### config.mk
export PLATFORM = sky130hd
export DESIGN_NAME = keyword_token_lexer_unit
export DESIGN_NICKNAME = d
export VERILOG_FILES = /design/src/design/kwtl_pkg.sv /design/src/design/kwtl_front.sv /design/src/design/kwtl_queue.sv /design/src/design/kwtl_back.sv /design/src/design/keyword_token_lexer_unit.sv
export SDC_FILE = /design/constraint.sdc
export NUM_CORES = 1
export LEC_CHECK = 0
export BUFFER_PORTS_ARGS = -buffer_cell sky130_fd_sc_hd__clkbuf_2
export CORE_MARGIN = 2
export CORE_UTILIZATION = 55
export DETAILED_ROUTE_END_ITERATION = 10
export PLACE_DENSITY = 0.7
export SYNTH_ARGS = -nofsm -noshare
export SYNTH_HDL_FRONTEND = slang
export SYNTH_SLANG_ARGS = --single-unit
### constraint.sdc
create_clock -name i_clk -period 7.3 [get_ports i_clk]
set_input_delay 0.73 -clock i_clk [delete_from_list [all_inputs] [get_ports i_clk]]
set_output_delay 0.73 -clock i_clk [all_outputs]
set_load 0.05 [all_outputs]
### src/design/kwtl_pkg.sv
// keyword token lexer package: token kinds, separator codes, keyword table,
// queue entry type and helper functions
// no dependencies; used by every kwtl module
`timescale 1ns / 1ps
`default_nettype none

package kwtl_pkg;

    // word length limit and internal widths
    localparam int MAX_WORD   = 16;
    localparam int LEN_W      = 5;
    localparam int TEXT_BYTES = 8;
    localparam int TEXT_W     = 8 * TEXT_BYTES;
    localparam int KW_CHARS   = 16;
    localparam int KW_TXT_W   = 8 * KW_CHARS;
    localparam int KW_COUNT   = 20;

    // queue depth between front and back
    localparam int QDEPTH = 4;
    localparam int QPTR_W = $clog2(QDEPTH);
    localparam int QCNT_W = $clog2(QDEPTH + 1);

    // token kinds
    localparam logic [3:0] KIND_INITIAL  = 4'd0;
    localparam logic [3:0] KIND_FINAL    = 4'd1;
    localparam logic [3:0] KIND_DATA     = 4'd2;
    localparam logic [3:0] KIND_ALGO     = 4'd3;
    localparam logic [3:0] KIND_CMD_VAL  = 4'd4;
    localparam logic [3:0] KIND_CMD_NVAL = 4'd5;
    localparam logic [3:0] KIND_KEYWORD  = 4'd6;
    localparam logic [3:0] KIND_INT      = 4'd7;
    localparam logic [3:0] KIND_DOUBLE   = 4'd8;
    localparam logic [3:0] KIND_UNKNOWN  = 4'd9;
    localparam logic [3:0] KIND_SEP      = 4'd10;

    // separator codes
    localparam logic [2:0] SEP_SEMI  = 3'd0;
    localparam logic [2:0] SEP_UNDER = 3'd1;
    localparam logic [2:0] SEP_OPEN  = 3'd2;
    localparam logic [2:0] SEP_CLOSE = 3'd3;
    localparam logic [2:0] SEP_COMMA = 3'd4;

    // character codes
    localparam logic [7:0] CH_SEMI  = 8'h3B;
    localparam logic [7:0] CH_UNDER = 8'h5F;
    localparam logic [7:0] CH_OPEN  = 8'h28;
    localparam logic [7:0] CH_CLOSE = 8'h29;
    localparam logic [7:0] CH_COMMA = 8'h2C;
    localparam logic [7:0] CH_DOT   = 8'h2E;

    // keyword table entry: text right aligned, first character highest
    typedef struct packed {
        logic [KW_TXT_W-1:0] txt;
        logic [3:0]          len;
        logic [3:0]          kind;
        logic [2:0]          idx;
    } t_kw_entry;

    localparam t_kw_entry KW_TABLE [KW_COUNT] = '{
        '{KW_TXT_W'("create"),     4'd6,  KIND_INITIAL,  3'd0},
        '{KW_TXT_W'("draw"),       4'd4,  KIND_FINAL,    3'd0},
        '{KW_TXT_W'("binaryTree"), 4'd10, KIND_DATA,     3'd0},
        '{KW_TXT_W'("graph"),      4'd5,  KIND_DATA,     3'd1},
        '{KW_TXT_W'("stack"),      4'd5,  KIND_DATA,     3'd2},
        '{KW_TXT_W'("queue"),      4'd5,  KIND_DATA,     3'd3},
        '{KW_TXT_W'("inorder"),    4'd7,  KIND_ALGO,     3'd0},
        '{KW_TXT_W'("preorder"),   4'd8,  KIND_ALGO,     3'd1},
        '{KW_TXT_W'("postorder"),  4'd9,  KIND_ALGO,     3'd2},
        '{KW_TXT_W'("add"),        4'd3,  KIND_CMD_VAL,  3'd0},
        '{KW_TXT_W'("delete"),     4'd6,  KIND_CMD_VAL,  3'd1},
        '{KW_TXT_W'("find"),       4'd4,  KIND_CMD_VAL,  3'd2},
        '{KW_TXT_W'("push"),       4'd4,  KIND_CMD_VAL,  3'd3},
        '{KW_TXT_W'("pop"),        4'd3,  KIND_CMD_NVAL, 3'd0},
        '{KW_TXT_W'("front"),      4'd5,  KIND_CMD_NVAL, 3'd1},
        '{KW_TXT_W'("back"),       4'd4,  KIND_CMD_NVAL, 3'd2},
        '{KW_TXT_W'("empty"),      4'd5,  KIND_CMD_NVAL, 3'd3},
        '{KW_TXT_W'("top"),        4'd3,  KIND_CMD_NVAL, 3'd4},
        '{KW_TXT_W'("node"),       4'd4,  KIND_KEYWORD,  3'd0},
        '{KW_TXT_W'("tree"),       4'd4,  KIND_KEYWORD,  3'd1}
    };

    // one classified separator, with the word that precedes it if any
    typedef struct packed {
        logic              has_word;
        logic [3:0]        kind;
        logic [2:0]        idx;
        logic [TEXT_W-1:0] text;
        logic [LEN_W-1:0]  len;
        logic              too_long;
        logic [2:0]        sep_idx;
    } t_tok_entry;

    // push request from front to queue
    typedef struct packed {
        logic       valid;
        t_tok_entry entry;
    } t_push;

    // head of queue toward back
    typedef struct packed {
        logic       valid;
        t_tok_entry entry;
    } t_head;

    // character of a keyword at a position below its length
    function automatic logic [7:0] kw_char(input t_kw_entry e, input logic [3:0] pos);
        logic [3:0] sel;
        sel = e.len - 4'd1 - pos;
        return e.txt[{sel, 3'b000} +: 8];
    endfunction

    // separator detection
    function automatic logic is_sep(input logic [7:0] c);
        return c inside {CH_SEMI, CH_UNDER, CH_OPEN, CH_CLOSE, CH_COMMA};
    endfunction

    // separator code of a separator character
    function automatic logic [2:0] sep_code(input logic [7:0] c);
        logic [2:0] code;
        case (c)
            CH_SEMI:  code = SEP_SEMI;
            CH_UNDER: code = SEP_UNDER;
            CH_OPEN:  code = SEP_OPEN;
            CH_CLOSE: code = SEP_CLOSE;
            CH_COMMA: code = SEP_COMMA;
            default:  code = SEP_SEMI;
        endcase
        return code;
    endfunction

endpackage

`default_nettype wire

### src/design/kwtl_front.sv
// front of the lexer: takes characters, builds the current word with
// incremental keyword matching, classifies it at a separator
// depends on kwtl_pkg
`timescale 1ns / 1ps
`default_nettype none

module kwtl_front (
    input  wire logic           i_clk,
    input  wire logic           i_rst_n,
    input  wire logic           i_in_valid,
    input  wire logic [7:0]     i_char_in,
    input  wire logic           i_q_full,
    output logic                o_in_ready,
    output kwtl_pkg::t_push     o_push
);
    import kwtl_pkg::*;

    // word state
    logic [LEN_W-1:0]    r_len,   n_len;
    logic                r_dot,   n_dot;
    logic                r_brk,   n_brk;
    logic [KW_COUNT-1:0] r_match, n_match;
    logic [TEXT_W-1:0]   r_text,  n_text;

    logic       w_acc;
    logic       w_sep;
    logic       w_tl;
    logic [LEN_W-1:0] w_len;
    logic       w_found;
    logic [3:0] w_kind;
    logic [2:0] w_idx;
    t_tok_entry w_entry;

    assign o_in_ready = !i_q_full;
    assign w_acc      = i_in_valid && o_in_ready;
    assign w_sep      = is_sep(i_char_in);

    // classify the buffered word
    always_comb begin
        w_tl    = r_len > LEN_W'(MAX_WORD);
        w_len   = w_tl ? LEN_W'(MAX_WORD) : r_len;
        w_found = 1'b0;
        w_kind  = KIND_UNKNOWN;
        w_idx   = 3'd0;
        for (int i = 0; i < KW_COUNT; i++) begin
            if (!w_found && r_match[i] && (r_len == LEN_W'(KW_TABLE[i].len))) begin
                w_found = 1'b1;
                w_kind  = KW_TABLE[i].kind;
                w_idx   = KW_TABLE[i].idx;
            end
        end
        w_entry          = '0;
        w_entry.has_word = r_len != '0;
        w_entry.len      = w_len;
        w_entry.too_long = w_tl;
        w_entry.sep_idx  = sep_code(i_char_in);
        if (r_brk) begin
            w_entry.kind = r_dot ? KIND_DOUBLE : KIND_INT;
            w_entry.text = r_text;
        end else begin
            w_entry.kind = w_kind;
            w_entry.idx  = w_idx;
        end
    end

    // next word state
    always_comb begin
        n_len   = r_len;
        n_dot   = r_dot;
        n_brk   = r_brk;
        n_match = r_match;
        n_text  = r_text;
        if (w_acc) begin
            if (w_sep) begin
                n_len   = '0;
                n_dot   = 1'b0;
                n_match = '1;
                n_text  = '0;
                if (i_char_in == CH_OPEN) begin
                    n_brk = 1'b1;
                end else if (i_char_in == CH_CLOSE) begin
                    n_brk = 1'b0;
                end
            end else begin
                if (r_len <= LEN_W'(MAX_WORD)) begin
                    n_len = r_len + LEN_W'(1);
                end
                if (i_char_in == CH_DOT) begin
                    n_dot = 1'b1;
                end
                if (r_len < LEN_W'(TEXT_BYTES)) begin
                    n_text[{r_len[2:0], 3'b000} +: 8] = i_char_in;
                end
                for (int i = 0; i < KW_COUNT; i++) begin
                    n_match[i] = r_match[i] && (r_len < LEN_W'(KW_TABLE[i].len)) &&
                                 (i_char_in == kw_char(KW_TABLE[i], r_len[3:0]));
                end
            end
        end
    end

    // state registers
    always_ff @(posedge i_clk) begin
        if (!i_rst_n) begin
            r_len   <= '0;
            r_dot   <= 1'b0;
            r_brk   <= 1'b0;
            r_match <= '1;
            r_text  <= '0;
        end else begin
            r_len   <= n_len;
            r_dot   <= n_dot;
            r_brk   <= n_brk;
            r_match <= n_match;
            r_text  <= n_text;
        end
    end

    // push request for every accepted separator
    assign o_push = {w_acc && w_sep, w_entry};

endmodule

`default_nettype wire

### src/design/kwtl_queue.sv
// short queue of classified separators between front and back
// depends on kwtl_pkg
`timescale 1ns / 1ps
`default_nettype none

module kwtl_queue (
    input  wire logic            i_clk,
    input  wire logic            i_rst_n,
    input  wire kwtl_pkg::t_push i_push,
    input  wire logic            i_pop,
    output logic                 o_full,
    output kwtl_pkg::t_head      o_head
);
    import kwtl_pkg::*;

    t_tok_entry         r_mem [QDEPTH];
    logic [QPTR_W-1:0]  r_wr, n_wr;
    logic [QPTR_W-1:0]  r_rd, n_rd;
    logic [QCNT_W-1:0]  r_cnt, n_cnt;
    logic               w_pop;

    assign o_full = r_cnt == QCNT_W'(QDEPTH);
    assign w_pop  = i_pop && (r_cnt != '0);
    assign o_head = {r_cnt != '0, r_mem[r_rd]};

    // pointer and count update
    always_comb begin
        n_wr  = i_push.valid ? r_wr + QPTR_W'(1) : r_wr;
        n_rd  = w_pop ? r_rd + QPTR_W'(1) : r_rd;
        n_cnt = r_cnt;
        if (i_push.valid && !w_pop) begin
            n_cnt = r_cnt + QCNT_W'(1);
        end else if (!i_push.valid && w_pop) begin
            n_cnt = r_cnt - QCNT_W'(1);
        end
    end

    always_ff @(posedge i_clk) begin
        if (!i_rst_n) begin
            r_wr  <= '0;
            r_rd  <= '0;
            r_cnt <= '0;
        end else begin
            r_wr  <= n_wr;
            r_rd  <= n_rd;
            r_cnt <= n_cnt;
        end
    end

    // entry storage
    always_ff @(posedge i_clk) begin
        if (i_push.valid) begin
            r_mem[r_wr] <= i_push.entry;
        end
    end

    // no push into a full queue unless it pops in the same cycle
    a_no_overflow: assert property (@(posedge i_clk) disable iff (!i_rst_n)
        !(i_push.valid && o_full && !i_pop))
        else $error("push into full queue");

    // count agrees with pointer distance
    a_cnt_ptr: assert property (@(posedge i_clk) disable iff (!i_rst_n)
        QPTR_W'(r_wr - r_rd) == r_cnt[QPTR_W-1:0])
        else $error("queue count out of step with pointers");

endmodule

`default_nettype wire

### src/design/kwtl_back.sv
// back of the lexer: turns queue entries into one or two result tokens
// and holds them in an output register
// depends on kwtl_pkg
`timescale 1ns / 1ps
`default_nettype none

module kwtl_back (
    input  wire logic                          i_clk,
    input  wire logic                          i_rst_n,
    input  wire kwtl_pkg::t_head               i_head,
    input  wire logic                          i_out_ready,
    output logic                               o_pop,
    output logic                               o_out_valid,
    output logic [3:0]                         o_token_kind,
    output logic [2:0]                         o_token_index,
    output logic [kwtl_pkg::TEXT_W-1:0]        o_value_text,
    output logic [kwtl_pkg::LEN_W-1:0]         o_text_length,
    output logic                               o_too_long,
    output logic                               o_last
);
    import kwtl_pkg::*;

    logic              r_valid, n_valid;
    logic              r_word_done, n_word_done;
    logic [3:0]        r_kind, n_kind;
    logic [2:0]        r_idx, n_idx;
    logic [TEXT_W-1:0] r_text, n_text;
    logic [LEN_W-1:0]  r_len, n_len;
    logic              r_tl, n_tl;
    logic              r_last, n_last;
    logic              w_load;

    assign w_load = !r_valid || i_out_ready;

    // pick the next token: word first, then its separator
    always_comb begin
        n_valid     = r_valid;
        n_word_done = r_word_done;
        n_kind      = r_kind;
        n_idx       = r_idx;
        n_text      = r_text;
        n_len       = r_len;
        n_tl        = r_tl;
        n_last      = r_last;
        o_pop       = 1'b0;
        if (w_load) begin
            n_valid = i_head.valid;
            if (i_head.valid) begin
                if (i_head.entry.has_word && !r_word_done) begin
                    n_word_done = 1'b1;
                    n_kind      = i_head.entry.kind;
                    n_idx       = i_head.entry.idx;
                    n_text      = i_head.entry.text;
                    n_len       = i_head.entry.len;
                    n_tl        = i_head.entry.too_long;
                    n_last      = 1'b0;
                end else begin
                    n_word_done = 1'b0;
                    n_kind      = KIND_SEP;
                    n_idx       = i_head.entry.sep_idx;
                    n_text      = '0;
                    n_len       = '0;
                    n_tl        = 1'b0;
                    n_last      = 1'b1;
                    o_pop       = 1'b1;
                end
            end
        end
    end

    // control registers
    always_ff @(posedge i_clk) begin
        if (!i_rst_n) begin
            r_valid     <= 1'b0;
            r_word_done <= 1'b0;
        end else begin
            r_valid     <= n_valid;
            r_word_done <= n_word_done;
        end
    end

    // output payload
    always_ff @(posedge i_clk) begin
        r_kind <= n_kind;
        r_idx  <= n_idx;
        r_text <= n_text;
        r_len  <= n_len;
        r_tl   <= n_tl;
        r_last <= n_last;
    end

    assign o_out_valid   = r_valid;
    assign o_token_kind  = r_kind;
    assign o_token_index = r_idx;
    assign o_value_text  = r_text;
    assign o_text_length = r_len;
    assign o_too_long    = r_tl;
    assign o_last        = r_last;

    // a pending separator means a word token sits in the output register
    a_word_pending: assert property (@(posedge i_clk) disable iff (!i_rst_n)
        r_word_done |-> (r_valid && !r_last))
        else $error("word flag set without word token held");

    // the last token of a request is always the separator
    a_last_is_sep: assert property (@(posedge i_clk) disable iff (!i_rst_n)
        (r_valid && r_last) |-> (r_kind == KIND_SEP))
        else $error("last token is not a separator");

    // a taken word token is followed straight away by its separator
    a_sep_follows: assert property (@(posedge i_clk) disable iff (!i_rst_n)
        (r_valid && !r_last && i_out_ready) |=> (r_valid && r_last))
        else $error("separator did not follow word token");

endmodule

`default_nettype wire

### src/design/keyword_token_lexer_unit.sv
// keyword token lexer: one character per cycle in, word and separator tokens out
// a separator's first token passes through the queue into the output register
// throughput: one character per cycle while the queue has room; a separator after a
// word gives two tokens, absorbed by the four-entry queue between front and back
// reset: synchronous active-low i_rst_n empties word, bracket flag, queue and output
`timescale 1ns / 1ps
`default_nettype none

module keyword_token_lexer_unit (
    input  wire logic                          i_clk,
    input  wire logic                          i_rst_n,
    input  wire logic                          i_in_valid,
    output logic                               o_in_ready,
    input  wire logic [7:0]                    i_char_in,
    output logic                               o_out_valid,
    input  wire logic                          i_out_ready,
    output logic [3:0]                         o_token_kind,
    output logic [2:0]                         o_token_index,
    output logic [kwtl_pkg::TEXT_W-1:0]        o_value_text,
    output logic [kwtl_pkg::LEN_W-1:0]         o_text_length,
    output logic                               o_too_long,
    output logic                               o_last
);
    import kwtl_pkg::*;

    t_push w_push;
    t_head w_head;
    logic  w_full;
    logic  w_pop;

    // character intake and classification
    kwtl_front u_front (
        .i_clk      (i_clk),
        .i_rst_n    (i_rst_n),
        .i_in_valid (i_in_valid),
        .i_char_in  (i_char_in),
        .i_q_full   (w_full),
        .o_in_ready (o_in_ready),
        .o_push     (w_push)
    );

    // decoupling queue
    kwtl_queue u_queue (
        .i_clk   (i_clk),
        .i_rst_n (i_rst_n),
        .i_push  (w_push),
        .i_pop   (w_pop),
        .o_full  (w_full),
        .o_head  (w_head)
    );

    // token output
    kwtl_back u_back (
        .i_clk         (i_clk),
        .i_rst_n       (i_rst_n),
        .i_head        (w_head),
        .i_out_ready   (i_out_ready),
        .o_pop         (w_pop),
        .o_out_valid   (o_out_valid),
        .o_token_kind  (o_token_kind),
        .o_token_index (o_token_index),
        .o_value_text  (o_value_text),
        .o_text_length (o_text_length),
        .o_too_long    (o_too_long),
        .o_last        (o_last)
    );

endmodule

`default_nettype wire

==> results of run 1 <==
==> flip-flops by register name, summed over array words and instances, names as in the netlist, named ones only <==
| signal | count |
|---|---|
| u_back.o_last | 1 |
| u_back.o_out_valid | 1 |
| u_back.o_text_length | 5 |
| u_back.o_token_index | 3 |
| u_back.o_token_kind | 4 |
| u_back.o_too_long | 1 |
| u_back.o_value_text | 64 |
| u_back.r_word_done | 1 |
| u_front.r_brk | 1 |
| u_front.r_dot | 1 |
| u_front.r_len | 5 |
| u_front.r_match | 20 |
| u_front.r_text | 64 |
| u_queue.r_cnt | 3 |
| u_queue.r_mem | 324 |
| u_queue.r_rd | 2 |
| u_queue.r_wr | 2 |
==> worst reg2reg max path: cells and delay by family (launching register included) <==
kind	cells	cell delay, ns
buffers and inverters	4	1.12
adder cells (fa/ha/maj)	2	1.26
AO/OA/AOI/OAI	1	0.24
AND/OR/NAND/NOR	3	1.09
flip-flops	1	0.30
==> layout make-up <==
class | count | share of cell area (%)
Clock buffer | 70 | 5.43
Multi-Input combinational cell | 974 | 30.8
Clock inverter | 17 | 0.349
Timing Repair Buffer | 113 | 2.54
Sequential cell | 504 | 57.9
Inverter | 23 | 0.354
Tap cell | 525 | 2.69
==> stage by stage <==
| step | setup WS (ns) | util, % | hold WS (ns) |
|---|---|---|---|
| after global routing | 2.98 | 61.4 | 0.471 |
| after CTS | 3.32 | 61.4 | 0.452 |
| after detailed placement | 3.13 | 57.9 | 0.438 |
| after global placement | 3.18 | 57.9 | 0.430 |
| after floorplan | 0.946 | - | 0.417 |
| final | 3.23 | 61.4 | 0.449 |
==> worst paths after layout <==
check                                    endpoint  slack [ns]  cells past startpoint
hold / removal    u_front.r_text[50]$_SDFFE_PN0P_        0.45                      2
setup / recovery  u_front.r_text[42]$_SDFFE_PN0P_        3.23                     10
hold reg to reg   u_front.r_text[50]$_SDFFE_PN0P_        0.45                      2
setup reg to reg  u_front.r_text[42]$_SDFFE_PN0P_        3.23                     10
==> Yosys cell counts (all sizes together), types with 4 or more instances <==
cell     number  area share (%)
nor4         12            0.34
a211oi        8            0.27
nand2        91             1.5
a31oi        19            0.54
nor2         83             1.4
mux2i        10            0.45
a22oi         6            0.20
o31ai         9            0.31
a22o         31             1.2
ha           33             1.9
a21oi        70             1.7
or2          11            0.31
mux2          5            0.25
a21o          4            0.14
mux4         81             8.3
o21a          6            0.21
a221o         4            0.18
nand3        39            0.88
o21ai        66             1.5
or3          18            0.51
inv          21            0.36
xor2         11            0.44
o211ai        4            0.14
o31a          4            0.16
buf          29            0.59
edfxtp      402              55
o2111ai       4            0.16
nand3b        4            0.14
and2         79             2.2
nand4        13            0.37
nor3         27            0.63
dfxtp       102             9.2
nor2b        94             2.7
o22ai         5            0.14
xnor2        40             1.6
and3         10            0.28
nand2b       18            0.51
a2111oi       6            0.32
clkbuf       76             1.3
==> power breakdown <==
| part | internal [mW] | switching [mW] |
|---|---|---|
| Clock | 1.26 | 1.00 |
| Combinational | 0.584 | 1.66 |
| Sequential | 3.47 | 0.154 |
| Total | 5.31 | 2.81 |
==> placed cells by master, fill, tap and decap left out, drive strengths merged, types with 40 or more instances in the layout <==
cell type,n
a21oi,70
dfxtp,102
edfxtp,402
nor2b,94
xnor2,40
nand2,91
clkbuf,161
o21ai,66
nor2,83
and2,79
mux4,81
==> logic make-up after synthesis <==
| kind of cell | after synthesis | synth area share (%) |
|---|---|---|
| buffers and inverters | 128 | 2.27 |
| xor gates and xnor gates | 51 | 2.02 |
| DFF | 504 | 63.9 |
| muxes | 96 | 8.96 |
| adders and majority gates | 34 | 1.96 |
| AOI/OAI and AO/OA | 272 | 8.18 |
| and+or+nand+nor | 521 | 12.7 |
==> metal layers <==
layer  routed length, um  track usage (%)  vias up
met5                   0                0        -
met4                1490             8.18        0
met3                2910             3.05       93
met2               23700             38.8      481
met1               21200             33.4     6684
li1                    -                -     6179
==> results.md, run 1 <==
- The flow ran to the end, and the final reports show no timing, DRC or antenna violations.
- The areal power density over the cells is 333 mW/mm^2.
- The number of global-route vias before repair is 13,319.
- The maximum root-to-sink buffer count is 3.
- The detail route stage leaves a number of antenna-violating nets equal to 0.
- The cell sitting at the root of the clock tree is a sky130_fd_sc_hd__clkbuf_16.
- The synthesized flop and latch total is 504.
- The number of nets in the synthesized netlist is 1,652.
- The nature of the critical path startpoint is a register.
- The last weighted congestion value of the routability-driven placer is 0.979.
- The share of synthesized area occupied by flip-flops and latches is 63.9%.
- The number of distinct library cell variants in the gate-level netlist after synthesis is 75.
- The peak per-stage delay on the critical path is 1.00 ns.
- The cell area that synthesis handed to floorplanning was 0.0221 mm^2.
- The count of filler cells inserted in the layout is 3,015.
- The startpoint identified for the worst register-to-register timing path is u_front.r_len[1]$_SDFFE_PN0P_.
- The first-pass iteration count of the detailed router is 5.
- The setup-violating endpoint count in the final report is 0.
- The type of the worst setup path is reg2reg.
- The buffer count from post-CTS setup fixing is 0.
- After routing the design area is 0.0244 mm^2.
- The maximum resistive drop on vdd is 0.000235 V.
- The required time of the critical path is 7.79 ns.
- Traced cell by cell, the critical path runs through buf_4 -> inv_1 -> ha_1 -> buf_4 -> inv_1 -> ha_1 -> and4_1 -> nand2_1 -> nor2_1 -> a22o_1.
- The timing startpoint of the critical path is u_front.r_len[1]$_SDFFE_PN0P_.
- Based on the critical path, the design can be clocked at up to 246 MHz.
- The H-tree generated during clock tree synthesis spans 2 levels.
- The count of endpoints failing hold in the final timing report was 0.
- The via count is 13,437.
- The number of nets in the final layout is 1,711.
- The accumulated negative setup slack is 0 ns.
- The yosys synthesis warning count is 0.
- The endpoint arrival time on the critical path is 4.56 ns.
- The share of async-settable or async-resettable flops after synthesis is 0%.
- The final total power is 8.13 mW.
- The largest net degree at the start of global routing is 82.
- The total DRC errors in the routed layout is 0.
- Using the TritonRoute via totals, the vias-per-cell ratio works out to 6.04.
- The period utilization is 55.8%.
- Global routing finished with a remaining overflow of 0.
- The number of cells upsized or downsized after cts is 0.
- The floorplan has 73 rows.
- Global routing used 23.8% of the available tracks across all layers.
- The die area is 0.0418 mm^2.
- The final cell count without fillers is 2,226.
- The initial utilization of the core area, before any placement, comes to 55.6%.
- The sum of net half-perimeters after detailed placement is 30.4 mm.
- The sequential cell area is 0.0141 mm^2.
- Measured against its own limit, the worst slew margin works out to 24.7%.
- The average instance in the mapped netlist occupies 13.8 um^2.
- Dividing the detail-routed wire length by the instance count gives 22.1 um.
- The die outline height is 204 um.
- The number of hold-repair buffers added at the cts stage is 0.
- The first global-routing pass estimated 76.6 mm of wire.
- The path type of the worst min-delay path is reg2reg.
- The cell area reported after detailed placement is 0.0230 mm^2.
- The number of flops mapped to enable cells by yosys is 402.
- The number of max-cap violations is 0.
- Setup repair after global routing left no endpoint under its margin.
- On the critical path, the stage with the largest delay is an instance of sky130_fd_sc_hd__ha_1.
- The antenna diode count is 0.
- The area growth from synthesis to layout is 10.5%.
- The most used flip-flop cell after synthesis is sky130_fd_sc_hd__edfxtp_1.
- The clock slew at the register clock pins of the worst setup and hold paths is 0.06 ns.
- The later pin in the worst-skew pair is clocked with a latency of 0.55 ns.
- The kind of cell adding the most delay to the critical path is adder cells.
- The number of antenna violations at the first check in global routing is 0.
- The die extent in x is 204 um.
- The measured slew at the worst slew-check pin is 1.13 ns.
- In this run the static leakage power is 8.76 nW.
- TritonCTS built the clock tree.
- The clock sink count is 504.
- The startpoint of the worst hold path is u_front.r_text[50]$_SDFFE_PN0P_.
- Counting tap cells, the placed design contains a total of 2,139 instances.
- The final-report max-slew violation count is 0.
- STA classifies the critical path endpoint as a register.
- The worst clock skew on the final layout is 0.0151 ns.
- The total of buffers placed on input and output ports is 91.
- The total wire length is 49.2 mm.
- 92 I/O pins were placed.
- For this block, the initial DRC count from the detailed router was 1,044.
- The area inside the core boundary is 0.0397 mm^2.
- Summing all multi-input logic gate instances after layout gives 0.00751 mm^2.
- The clock period minus final worst setup slack is 4.07 ns.
- In the final layout, the share of cells above drive strength 1 is 16.9%.
- The number of buffers added by the clock tree synthesis step is 49.
- Counting both buffers and inverters, the worst setup path holds a total of 4.
- Synthesis handed over a netlist of 1,606 instances.
- In this run the worst path has a maximum fanout of 34.
No activity file was read; power rests on OpenSTA's default activity.
==> inputs of run 2 (changes only) <==
--- a/config.mk
+++ b/config.mk
@@ -9,7 +9,7 @@
 export CORE_MARGIN = 2
 export CORE_UTILIZATION = 55
 export DETAILED_ROUTE_END_ITERATION = 10
-export PLACE_DENSITY = 0.7
+export PLACE_DENSITY = 0.73
 export SYNTH_ARGS = -nofsm -noshare
 export SYNTH_HDL_FRONTEND = slang
 export SYNTH_SLANG_ARGS = --single-unit
==> constraint.sdc (replaced) <==
create_clock -name i_clk -period 3.45 [get_ports i_clk]
set_input_delay 0.345 -clock i_clk [delete_from_list [all_inputs] [get_ports i_clk]]
set_output_delay 0.345 -clock i_clk [all_outputs]
set_load 0.05 [all_outputs]
==> run 2 against run 1 <==
Compared with the run above: cell count increased by 1.6%; via count increased by 3.6%; register-to-register slack got worse by 2.7 ns; sequential share of layout area decreased by 1.1 points; clock power increased by 120%; die area unchanged; first-iteration DRC count increased by 14%; worst hold slack got worse by 0.30 ns; cell area increased by 1.9%; global-route usage increased by 1.4 points.
==> results.md, run 2 (same netlist as run 1, synthesis figures left out) <==
- The number of antenna violations at the first check in global routing was 0 (unchanged).
- The first-pass iteration count of the detailed router is 5 (unchanged).
- The number of buffers added by the clock tree synthesis step is 47 (was 49).
- The path type of the worst min-delay path is in2reg (was reg2reg).
- The number of hold-repair buffers added at the cts stage is 0 (unchanged).
- The measured slew at the worst slew-check pin is 0.988 ns (was 1.13 ns).
- The row count is 73 (unchanged).
- The root buffer cell is sky130_fd_sc_hd__clkbuf_16 (unchanged).
- The count of endpoints failing hold in the final timing report is 0 (unchanged).
- The final cell count without fillers is 2,261 (was 2,226).
- The detailed-route vias per instance came to 6.15 (was 6.04).
- The number of cells upsized or downsized after cts came to 0 (unchanged).
- The endpoint arrival time on the critical path is 3.46 ns (was 4.56 ns).
- The last weighted congestion value of the routability-driven placer is 0.962 (was 0.979).
- The number of I/O pins is 92 (unchanged).
- The standby leakage power is 9.02 nW (was 8.76 nW).
- The nature of the critical path startpoint is a register (unchanged).
- The fmax is 337 MHz (was 246 MHz).
- The share of post-route cells with drive strength above 1 is 19.1% (was 16.9%).
- The layout overhead on the synthesized area is 12.5% (was 10.5%).
- The met1 layer usage reported by global route was 34.6% (was 33.4%).
- The largest fanout on the critical path is 27 (was 34).
- Setup repair after global routing missed its margin: false (unchanged).
- The die outline height came to 204 um (unchanged).
- The global-route usage over all layers is 25.3% (was 23.8%).
- The fraction of met3 tracks used by global routing is 4.19% (was 3.05%).
- The category of the worst setup path capture point is a register (unchanged).
- The antenna diode count was 0 (unchanged).
- Most frequent cells in the layout: sky130_fd_sc_hd__edfxtp_1 (402), sky130_fd_sc_hd__dfxtp_1 (99), sky130_fd_sc_hd__nor2b_1 (94) (unchanged).
- The area inside the core boundary came to 0.0397 mm^2 (unchanged).
- The total DRC errors in the routed layout is 0 (unchanged).
- The period utilization is 85.9% (was 55.8%).
- The setup-violating endpoint count in the final report is 0 (unchanged).
- The detailed-route wire length per cell is 22.9 um (was 22.1 um).
- The insertion delay to the later sink of the worst-skew pair is 0.57 ns (was 0.55 ns).
- The global-route wire length before repair is 80.5 mm (was 76.6 mm).
- The peak-usage layer in the global routing report is met2 (unchanged).
- The initial core utilization was 55.6% (unchanged).
- The total wire length was 51.8 mm (was 49.2 mm).
- The accumulated negative setup slack is 0 ns (unchanged).
- The number of levels in the clock H-tree is 2 (unchanged).
- The cell area after layout is 0.0249 mm^2 (was 0.0244 mm^2).
- The met2 track demand over resource in global routing is 41.0% (was 38.8%).
- The clock period minus final worst setup slack is 2.96 ns (was 4.07 ns).
- The post-detailed-route count of antenna-violating nets is 0 (unchanged).
- The total of buffers placed on input and output ports is 91 (unchanged).
- The slack of the critical path is 0.486 ns (was 3.23 ns).
- The TritonCTS clock tree was yes (unchanged).
- The number of nets in the final layout was 1,743 (was 1,711).
- The sum of net half-perimeters after detailed placement is 32.5 mm (was 30.4 mm).
- The worst clock skew on the final layout is 0.0332 ns (was 0.0151 ns).
- The final total power is 17.6 mW (was 8.13 mW).
- The largest net degree at the start of global routing is 81 (was 82).
- The via count is 13,915 (was 13,437).
- The die area came to 0.0418 mm^2 (unchanged).
- The required time of the critical path came to 3.94 ns (was 7.79 ns).
- The number of instances in the placed design is 2,173 (was 2,139).
- The most common cell after layout, fill and taps aside was sky130_fd_sc_hd__edfxtp_1 (unchanged).
- The type of the worst setup path is reg2reg (unchanged).
- The number of global-route vias before repair came to 13,843 (was 13,319).
- The number of flip-flops under the largest register name is 324 (unchanged).
- The top register by number of flip-flops is u_queue.r_mem (unchanged).
- The worst slew margin relative to its limit is 34.0% (was 24.7%).
- The clock sink count is 504 (unchanged).
- Result of the run: finished, final reports clean (unchanged).
- The die extent in x is 204 um (unchanged).
- The maximum root-to-sink buffer count came to 3 (unchanged).
- The starting DRC count in detailed routing was 1,188 (was 1,044).
- The cell area reported after detailed placement is 0.0233 mm^2 (was 0.0230 mm^2).
- The clock slew at the register clock pins of the worst setup and hold paths is 0.06 ns (about the same).
- The minimum setup slack after placement came to 0.405 ns (was 3.13 ns).
- The buffer count from post-CTS setup fixing is 0 (unchanged).
- The areal power density over the cells is 707 mW/mm^2 (was 333 mW/mm^2).
- The leftover overflow at the end of global routing came to 0 (unchanged).
- The maximum resistive drop on vdd came to 0.000451 V (was 0.000235 V).
- The number of max-cap violations is 0 (unchanged).
- The final-report max-slew violation count is 0 (unchanged).
==> run 2: critical path: stages, from the launching register on <==
cell and delay (ns):
sky130_fd_sc_hd__dfxtp_1 0.34, sky130_fd_sc_hd__buf_4 0.34, sky130_fd_sc_hd__ha_1 0.50, sky130_fd_sc_hd__nand2b_1 0.12, sky130_fd_sc_hd__and3_1 0.24, sky130_fd_sc_hd__or2_1 0.27
sky130_fd_sc_hd__a221o_1 0.37, sky130_fd_sc_hd__a2111oi_0 0.37, sky130_fd_sc_hd__buf_4 0.22, sky130_fd_sc_hd__a221o_1 0.14
==> run 2: stage by stage <==
step                util [%]  hold slack (ns)
CTS                     62.6            0.126
detailed placement      58.8            0.434
finish                  62.6            0.147
global route            62.6            0.148
global placement        58.8            0.430
floorplan                  -            0.417
==> run 2: area by class of cell <==
type / count / area [um^2]
Fill cell: 2919 / 14900
Timing Repair Buffer: 147 / 976
Tap cell: 525 / 657
Clock buffer: 70 / 1370
Multi-Input combinational cell: 974 / 7510
Sequential cell: 504 / 14100
Inverter: 23 / 86.3
Clock inverter: 18 / 133
==> run 2: routing by layer <==
layer / vias up / share of wire (%)
met2: 534 / 48
met5: - / 0
li1: 6260 / -
met1: 6985 / 42
met4: 0 / 3.5
met3: 136 / 6.6
==> run 2: worst paths after layout <==
check	startpoint	endpoint	slack, ns	cells past startpoint
hold / removal	i_out_ready	u_back.o_out_valid$_SDFFE_PN0N_	0.15	4
setup / recovery	u_front.r_len[2]$_SDFFE_PN0P_	u_front.r_match[6]$_SDFFE_PN1P_	0.49	9
hold reg to reg	u_front.r_text[35]$_SDFFE_PN0P_	u_front.r_text[35]$_SDFFE_PN0P_	0.45	2
setup reg to reg	u_front.r_len[2]$_SDFFE_PN0P_	u_front.r_match[6]$_SDFFE_PN1P_	0.49	9
==> run 2: power by group <==
group / switching [mW] / internal [mW]
clock: 2.16 / 2.84
sequential: 0.240 / 7.34
combinational: 3.69 / 1.30
total: 6.08 / 11.5
